**src/rtl/core/swm_pkg.sv**
```systemverilog
`timescale 1ns / 1ps
// ----------------------------------------------------------------------------
// swm_pkg
// shared types and constants for the star wildcard matcher
// ----------------------------------------------------------------------------
package swm_pkg;

    localparam int PATTERN_CAPACITY = 32;
    localparam int LEN_W            = $clog2(PATTERN_CAPACITY + 1);
    localparam int IDX_W            = $clog2(PATTERN_CAPACITY);
    localparam int SCAN_LEVELS      = $clog2(PATTERN_CAPACITY + 1);

    localparam logic [7:0] STAR_SYMBOL = 8'd42;

    typedef enum logic [1:0] {
        CMD_CLEAR  = 2'd0,
        CMD_APPEND = 2'd1,
        CMD_WORD   = 2'd2,
        CMD_END    = 2'd3
    } cmd_t;

    // pattern view presented to the position tracker
    typedef struct packed {
        logic [PATTERN_CAPACITY-1:0] star;   // position holds a star
        logic [PATTERN_CAPACITY-1:0] hit;    // literal position equals current symbol
        logic [LEN_W-1:0]            length;
        logic                        overflow;
    } pat_view_t;

    // one result word
    typedef struct packed {
        logic matched;
        logic pattern_overflow;
    } result_t;

endpackage

```
**src/rtl/core/swm_pattern.sv**
```systemverilog
`timescale 1ns / 1ps
// ----------------------------------------------------------------------------
// swm_pattern
// pattern byte store, length and overflow flag, with per-position compare
// ----------------------------------------------------------------------------
module swm_pattern
    import swm_pkg::*;
(
    input  logic       clk,
    input  logic       rst_n,
    input  logic       clear,
    input  logic       append,
    input  logic [7:0] symbol,
    output pat_view_t  view
);

    logic [7:0]       store_reg [0:PATTERN_CAPACITY-1];
    logic [LEN_W-1:0] length_reg;
    logic [LEN_W-1:0] length_next;
    logic             overflow_reg;
    logic             overflow_next;
    logic             has_room;

    assign has_room = (length_reg < LEN_W'(PATTERN_CAPACITY));

    always_comb
    begin
        length_next   = length_reg;
        overflow_next = overflow_reg;
        if (clear)
        begin
            length_next   = '0;
            overflow_next = 1'b0;
        end
        else if (append)
        begin
            if (has_room)
                length_next = length_reg + LEN_W'(1);
            else
                overflow_next = 1'b1;
        end
    end

    always_ff @(posedge clk or negedge rst_n)
    begin
        if (!rst_n)
        begin
            length_reg   <= '0;
            overflow_reg <= 1'b0;
        end
        else
        begin
            length_reg   <= length_next;
            overflow_reg <= overflow_next;
        end
    end

    // byte store, no reset: only entries below the length are ever looked at
    always_ff @(posedge clk)
    begin
        if (append && has_room)
            store_reg[length_reg[IDX_W-1:0]] <= symbol;
    end

    always_comb
    begin
        for (int i = 0; i < PATTERN_CAPACITY; i++)
        begin
            logic in_use;
            logic is_star;
            in_use      = (LEN_W'(i) < length_reg);
            is_star     = (store_reg[i] == STAR_SYMBOL);
            view.star[i] = in_use && is_star;
            view.hit[i]  = in_use && !is_star && (store_reg[i] == symbol);
        end
        view.length   = length_reg;
        view.overflow = overflow_reg;
    end

endmodule

```
**src/rtl/core/swm_nfa.sv**
```systemverilog
`timescale 1ns / 1ps
// ----------------------------------------------------------------------------
// swm_nfa
// live pattern position vector: one step per word byte, star closure by scan
// ----------------------------------------------------------------------------
module swm_nfa
    import swm_pkg::*;
(
    input  logic      clk,
    input  logic      rst_n,
    input  logic      restart,
    input  logic      feed,
    input  pat_view_t view,
    output logic      matched
);

    // held vector is pre-closure; closure is applied against the current pattern
    logic [PATTERN_CAPACITY:0] live_reg;
    logic [PATTERN_CAPACITY:0] live_next;
    logic [PATTERN_CAPACITY:0] closed;
    logic [PATTERN_CAPACITY:0] step;
    logic [PATTERN_CAPACITY:0] gen_lvl  [0:SCAN_LEVELS];
    logic [PATTERN_CAPACITY:0] prop_lvl [0:SCAN_LEVELS-1];

    // closure as a prefix scan: a live bit runs forward across a run of stars
    always_comb
    begin
        gen_lvl[0]     = live_reg;
        prop_lvl[0][0] = 1'b0;
        for (int i = 1; i <= PATTERN_CAPACITY; i++)
            prop_lvl[0][i] = view.star[i-1];
        for (int l = 0; l < SCAN_LEVELS; l++)
        begin
            for (int i = 0; i <= PATTERN_CAPACITY; i++)
            begin
                if (i >= (1 << l))
                    gen_lvl[l+1][i] = gen_lvl[l][i]
                                    | (prop_lvl[l][i] & gen_lvl[l][i - (1 << l)]);
                else
                    gen_lvl[l+1][i] = gen_lvl[l][i];
                if (l < SCAN_LEVELS - 1)
                begin
                    if (i >= (1 << l))
                        prop_lvl[l+1][i] = prop_lvl[l][i] & prop_lvl[l][i - (1 << l)];
                    else
                        prop_lvl[l+1][i] = 1'b0;
                end
            end
        end
        closed = gen_lvl[SCAN_LEVELS];
    end

    // one byte step: a star keeps its position, a matching literal advances
    always_comb
    begin
        step = '0;
        for (int i = 0; i < PATTERN_CAPACITY; i++)
        begin
            if (closed[i] && view.star[i])
                step[i] = 1'b1;
            if (closed[i] && view.hit[i])
                step[i+1] = 1'b1;
        end
    end

    always_comb
    begin
        live_next = live_reg;
        if (restart)
            live_next = (PATTERN_CAPACITY + 1)'(1);
        else if (feed)
            live_next = step;
    end

    always_ff @(posedge clk or negedge rst_n)
    begin
        if (!rst_n)
            live_reg <= (PATTERN_CAPACITY + 1)'(1);
        else
            live_reg <= live_next;
    end

    assign matched = closed[view.length];

endmodule

```
**src/rtl/core/swm_out_buf.sv**
```systemverilog
`timescale 1ns / 1ps
// ----------------------------------------------------------------------------
// swm_out_buf
// result register plus one skid entry between the core and the receiver
// ----------------------------------------------------------------------------
module swm_out_buf
    import swm_pkg::*;
(
    input  logic    clk,
    input  logic    rst_n,
    input  logic    push,
    input  result_t push_data,
    output logic    full,
    output logic    out_valid,
    input  logic    out_ready,
    output result_t out_data
);

    logic    main_valid_reg;
    logic    main_valid_next;
    logic    skid_valid_reg;
    logic    skid_valid_next;
    result_t main_reg;
    result_t main_next;
    result_t skid_reg;
    result_t skid_next;
    logic    pop;

    assign pop = main_valid_reg && out_ready;

    always_comb
    begin
        main_valid_next = main_valid_reg;
        skid_valid_next = skid_valid_reg;
        main_next       = main_reg;
        skid_next       = skid_reg;
        if (pop)
        begin
            if (skid_valid_reg)
            begin
                main_next       = skid_reg;
                main_valid_next = 1'b1;
                skid_valid_next = push;
                if (push)
                    skid_next = push_data;
            end
            else
            begin
                main_valid_next = push;
                if (push)
                    main_next = push_data;
            end
        end
        else if (push)
        begin
            if (!main_valid_reg)
            begin
                main_next       = push_data;
                main_valid_next = 1'b1;
            end
            else
            begin
                skid_next       = push_data;
                skid_valid_next = 1'b1;
            end
        end
    end

    always_ff @(posedge clk or negedge rst_n)
    begin
        if (!rst_n)
        begin
            main_valid_reg <= 1'b0;
            skid_valid_reg <= 1'b0;
        end
        else
        begin
            main_valid_reg <= main_valid_next;
            skid_valid_reg <= skid_valid_next;
        end
    end

    always_ff @(posedge clk)
    begin
        main_reg <= main_next;
        skid_reg <= skid_next;
    end

    assign full      = skid_valid_reg;
    assign out_valid = main_valid_reg;
    assign out_data  = main_reg;

endmodule

```
**src/rtl/core/star_wildcard_matcher_core.sv**
```systemverilog
`timescale 1ns / 1ps
// ----------------------------------------------------------------------------
// star_wildcard_matcher_core
// matches streamed words against a stored pattern where '*' matches any run
// ----------------------------------------------------------------------------
// usage
//   input channel (in_valid / in_ready): one word per command - clear the
//   pattern, append a pattern byte, feed a word byte, or end the word.
//   output channel (out_valid / out_ready): one word per end of word, giving
//   matched and pattern_overflow.
//   throughput: one input word every cycle while in_ready is high; every
//   command finishes in the cycle it is accepted, as all pattern positions
//   step together and the star closure is a prefix scan of log2(capacity + 1) levels.
//   output: a result is registered in the result register, or in the skid
//   entry while the result register still waits for the receiver.
//   stall: a result register and one skid entry sit in front of the
//   receiver; input stays open until both hold results, then in_ready drops.
//   reset: pattern empty, overflow clear, word restarted, no result pending.
//   pattern bytes beyond capacity are dropped and flagged until next clear.
// ----------------------------------------------------------------------------
module star_wildcard_matcher_core
    import swm_pkg::*;
(
    input  logic       clk,
    input  logic       rst_n,
    input  logic       in_valid,
    output logic       in_ready,
    input  logic [1:0] command,
    input  logic [7:0] symbol,
    output logic       out_valid,
    input  logic       out_ready,
    output logic       matched,
    output logic       pattern_overflow
);

    logic      accept;
    logic      buf_full;
    logic      do_clear;
    logic      do_append;
    logic      do_feed;
    logic      do_end;
    pat_view_t view;
    logic      match_now;
    result_t   result;
    result_t   out_data;

    // input side stays open until the skid entry holds a result
    assign in_ready = !buf_full;
    assign accept   = in_valid && in_ready;

    // command decode
    always_comb
    begin
        do_clear  = 1'b0;
        do_append = 1'b0;
        do_feed   = 1'b0;
        do_end    = 1'b0;
        unique case (cmd_t'(command))
            CMD_CLEAR:  do_clear  = accept;
            CMD_APPEND: do_append = accept;
            CMD_WORD:   do_feed   = accept;
            CMD_END:    do_end    = accept;
            default:    do_end    = 1'b0;
        endcase
    end

    // pattern bytes, length and overflow flag
    swm_pattern u_pattern (
        .clk    (clk),
        .rst_n  (rst_n),
        .clear  (do_clear),
        .append (do_append),
        .symbol (symbol),
        .view   (view)
    );

    // live positions; any command but a word byte restarts the word
    swm_nfa u_nfa (
        .clk     (clk),
        .rst_n   (rst_n),
        .restart (do_clear || do_append || do_end),
        .feed    (do_feed),
        .view    (view),
        .matched (match_now)
    );

    // result of an end of word, taken from state before this word's update
    assign result.matched          = match_now;
    assign result.pattern_overflow = view.overflow;

    swm_out_buf u_out_buf (
        .clk       (clk),
        .rst_n     (rst_n),
        .push      (do_end),
        .push_data (result),
        .full      (buf_full),
        .out_valid (out_valid),
        .out_ready (out_ready),
        .out_data  (out_data)
    );

    assign matched          = out_data.matched;
    assign pattern_overflow = out_data.pattern_overflow;

endmodule

```
**config.mk**
```make
export PLATFORM = sky130hd
export DESIGN_NAME = star_wildcard_matcher_core
export DESIGN_NICKNAME = d
export VERILOG_FILES = /design/src/rtl/core/swm_pkg.sv /design/src/rtl/core/swm_pattern.sv /design/src/rtl/core/swm_nfa.sv /design/src/rtl/core/swm_out_buf.sv /design/src/rtl/core/star_wildcard_matcher_core.sv
export SDC_FILE = /design/constraint.sdc
export NUM_CORES = 1
export LEC_CHECK = 0
export ABC_AREA = 1
export BUFFER_PORTS_ARGS = -buffer_cell sky130_fd_sc_hd__buf_4
export CORE_MARGIN = 1.5
export CORE_UTILIZATION = 45
export DETAILED_ROUTE_END_ITERATION = 8
export PLACE_DENSITY = 0.66
export SYNTH_ARGS = -nofsm -noshare
export SYNTH_HDL_FRONTEND = slang
export SYNTH_HIERARCHICAL = 1
export SYNTH_SLANG_ARGS = --single-unit
```
**constraint.sdc**
```tcl
create_clock -name clk -period 2.9 [get_ports clk]
set_input_delay 0.58 -clock clk [delete_from_list [all_inputs] [get_ports clk]]
set_output_delay 0.58 -clock clk [all_outputs]
set_load 0.03 [all_outputs]
```
==> run_results.csv <==
group,metric,value,unit
layout,final_layout_size_suffix_gt1_frac,0.208,
placed_design,gp_congestion,0.992,
layout,n_fill_cell,3370,
global_routing,grt_use_total,0.257,
global_routing,grt_pass1_vias,14300,
critical_path,crit_top_cell,"nand2_1",
detailed_routing,wire_per_inst,17.7,um
global_routing,grt_max_degree,52,
power,irDropWorstVdd,0.000363,V
logic_synthesis,syn_inst,2107,
clocking,cts_made_buffers,36,
critical_path,worstPathArrival,3180,ps
sta,finalCritPeriodShare,1.00,
logic_synthesis,synth_area_leaders,"edfxtp_1, nand2_1, nor2_1",
layout,diodes,0,
sta,period_minus_slack,2900,ps
placed_design,hpwl,36100,um
power,p_seq_frac,0.451,
logic_synthesis,yosys_warnings,6,
detailed_routing,routed_via_density,5.08,
sta,rsz0062_at_grt,"yes",
logic_synthesis,yosys.area.top_type,"edfxtp_1",
power,power_switching,2680,uW
logic_synthesis,ys.flop_type,"edfxtp_1",
clocking,cts_max_level,2,
detailed_routing,routed_wl,50700,um
power,leakage,0.00944,uW
power,internal_power,8000,uW
critical_path,worst-path-stages,21,
sta,maxSlewHeadroom,0.580,
critical_path,critPathKind,"flop to flop",
critical_path,path_cells,"inv_4 -> buf_12 -> nand2_1 -> nor2_2 -> a21oi_2 -> nor2b_2 -> buf_4 -> nand2_1 -> nor2_1 -> buf_4 -> nand2_1 -> inv_1 -> a21oi_2 -> nand2_2 -> a21oi_2 -> nand3_1 -> nand3_1 -> nand3_1 -> nand2_1 -> nand2_1 -> buf_4",
critical_path,crit_path_start_kind,"flop",
logic_synthesis,synth_nets,2126,
detailed_routing,firstDrtPassIters,5,
logic_synthesis,synth_edf_count,260,
run_status,status,"complete, but fails checks",
floorplanning,initial_core_util,0.459,
global_routing,grt_antenna_before_repair,0,
power,combPwrFrac,0.129,
critical_path,critical_path.top_delay_family,"simple AND/OR/NAND/NOR gates",
clocking,clk_path_buf_depth,3,
sta,fin_ws,-3.32,ps
logic_synthesis,synth_area_per_cell,8.24,sq um
floorplanning,dieHeight,199,um
logic_synthesis,yosys_register_bits,302,
clocking,cts_tree,"done",
critical_path,r2r_start,"u_pattern/length_reg[5]",
sta,drv_slew,0,
logic_synthesis,async_reset_ff_frac,0.139,
sta,fmax,344,MHz
clocking,clk_pin_slew,60,ps
layout,largest_reg_flops,256,
critical_path,end_kind,"flop",
job,cap_viol_max_count,0,
floorplanning,die_x,199,um
global_routing,grt_pass1_wl,77600,um
sta,clock_skew,20.6,ps
critical_path,rr_worst_depth,21,
power,p_per_area,497,nW/um^2
floorplanning,rows,71,
logic_synthesis,netlist_area,17400,sq um
run_status,violations,"setup timing",
placed_design,port_buffers,17,
floorplanning,core,37800,sq um
layout,syn_to_final_growth,23.9,%
detailed_routing,drc_errors,0,
placed_design,dp_slack,-816,ps
sta,tightestPinTransition,629,ps
critical_path,crit_required,3180,ps
floorplanning,ios,18,
clocking,clock-sinks,302,
sta,hold_violations,0,
layout,nets,2349,
floorplanning,die-area,39700,sq um
power,power_frac_clock,0.420,
critical_path,r2r_end,"u_out_buf/skid_reg[1]",
logic_synthesis,synth-seq-area-share,0.511,
critical_path,crit_fanout,6,
clocking,clkLatencyLatePin,540,ps
detailed_routing,drtIter0Drc,1198,
logic_synthesis,synth_cell_types,46,
clocking,cts-root-buf,"clkbuf_16",
logic_synthesis,synth_top_area_share,0.450,
min_path,hold_class,"primary input to async pin",
critical_path,regToRegSetupSlack,-3,ps
global_routing,gr-total-overflow,0,
critical_path,max_stage_delay,460,ps
detailed_routing,dr_total_vias,14600,
detailed_routing,postRouteAntennaNets,0,
critical_path,worstPathBufferInverterCount,6,
power,swShare,0.251,
sta,setup_violations,1,
critical_path,worst_path_max_delay_cell,"dfrtp_2",
sta,hold_ws,34.3,ps
Yosys cell counts, types with 15 or more instances:
cell type,n
xor2_1,76
nor2_1,337
nand2_2,17
nand3_1,74
nor3_1,29
edfxtp_1,260
a21oi_1,47
nand4_1,17
xnor2_1,107
a22o_1,22
buf_2,24
inv_1,283
o21ai_0,44
buf_4,15
nand2_1,638
dfrtp_1,41
worst max path at each step:
stage,from,to,slack [ps]
after floorplan,u_pattern/length_reg[0],u_out_buf/out_data[1],210
after global placement,u_pattern/length_reg[2],u_out_buf/out_data[1],-900
after detailed placement,u_pattern/length_reg[2],u_out_buf/out_data[1],-820
after CTS,u_pattern/length_reg[1],u_out_buf/out_data[1],1
after global routing,u_pattern/length_reg[1],u_out_buf/out_data[1],-170
final,u_pattern/length_reg[5],u_out_buf/skid_reg[1],-3
power groups by stage:
| stage | combinational [uW] | sequential (uW) | clock (uW) |
|---|---|---|---|
| after floorplan | 610 | 4900 | 0 |
| after global placement | 1140 | 4890 | 0 |
| after detailed placement | 1160 | 4900 | 0 |
| after CTS | 1250 | 4810 | 4560 |
| after global routing | 1470 | 4810 | 4730 |
| final | 1380 | 4810 | 4480 |
per-layer routing:
| metal | routed length (um) | GRT usage | up-vias |
|---|---|---|---|
| met1 | 22300 | 0.343 | 6893 |
| met5 | 0 | 0 | - |
| met3 | 3400 | 0.0376 | 123 |
| met4 | 1810 | 0.0950 | 0 |
| li1 | - | - | 7106 |
| met2 | 23200 | 0.426 | 461 |
through the flow:
| stage | power, uW | cells | setup TNS (ps) | util | cell area (sq um) |
|---|---|---|---|---|---|
| final | 10700 | 2868 | -3.32 | 0.568 | 21500 |
| after global routing | 11000 | 2868 | -383 | 0.568 | 21500 |
| after CTS | 10600 | 2852 | 0 | 0.553 | 20900 |
| after detailed placement | 6050 | 2778 | -10690 | 0.512 | 19400 |
| after global placement | 6040 | 2778 | -12290 | 0.512 | 19400 |
| after floorplan | 5510 | 2107 | 0 | - | 17400 |
repair_timing:
action	CTS	global route
buffers inserted	9	16
setup endpoints to repair	21	13
gates resized for setup	93	141
pin swaps	14	56
hold buffers	0	0
placed cells by master (no fill, tap or decap), types with 6 or more instances in the layout:
cell type | netlist | routed
nand3_1 | 74 | 71
nor3_1 | 29 | 23
edfxtp_1 | 260 | 260
xnor2_1 | 107 | 107
nor2_4 | 0 | 19
o22ai_1 | 8 | 8
a21oi_1 | 47 | 27
clkinv_1 | 0 | 6
nand2_4 | 5 | 16
nand2_1 | 638 | 576
nor2_2 | 2 | 26
o21ai_0 | 44 | 38
clkbuf_1 | 3 | 7
a22o_1 | 22 | 22
inv_2 | 5 | 16
nand2_2 | 17 | 67
a21oi_2 | 2 | 21
dfrtp_1 | 41 | 37
nand4_1 | 17 | 17
nor2_1 | 337 | 294
buf_12 | 0 | 9
buf_6 | 1 | 10
xor2_1 | 76 | 76
inv_1 | 283 | 269
buf_4 | 15 | 213
clkbuf_16 | 0 | 37
worst reg2reg max path, delay by kind of cell (launching register included):
kind                   cells  cell delay, ps
AOI/OAI and AO/OA          3             380
buffers and inverters      6             720
DFF                        1             460
and+or+nand+nor           12            1090
cell families (layout without fill, tap and decap cells):
group,Yosys count,count (layout),synth area share
flip-flops,302,302,0.511
AO/OA/AOI/OAI,147,147,0.0515
XOR/XNOR,183,183,0.0924
AND/OR/NAND/NOR,1135,1135,0.264
buffers and inverters,335,585,0.0782
adder cells (fa/ha/maj),5,5,0.00361
final cells by class:
type	count	area [sq um]	area share
sequential	302	8860	0.412
multi-input combinational	1470	7830	0.364
timing repair buffer	232	1890	0.0880
inverter	288	1090	0.0506
clock buffer	47	993	0.0462
tap	511	639	0.0297
clock inverter	18	190	0.00885
Note: power is estimated with default switching activity, not from simulation.
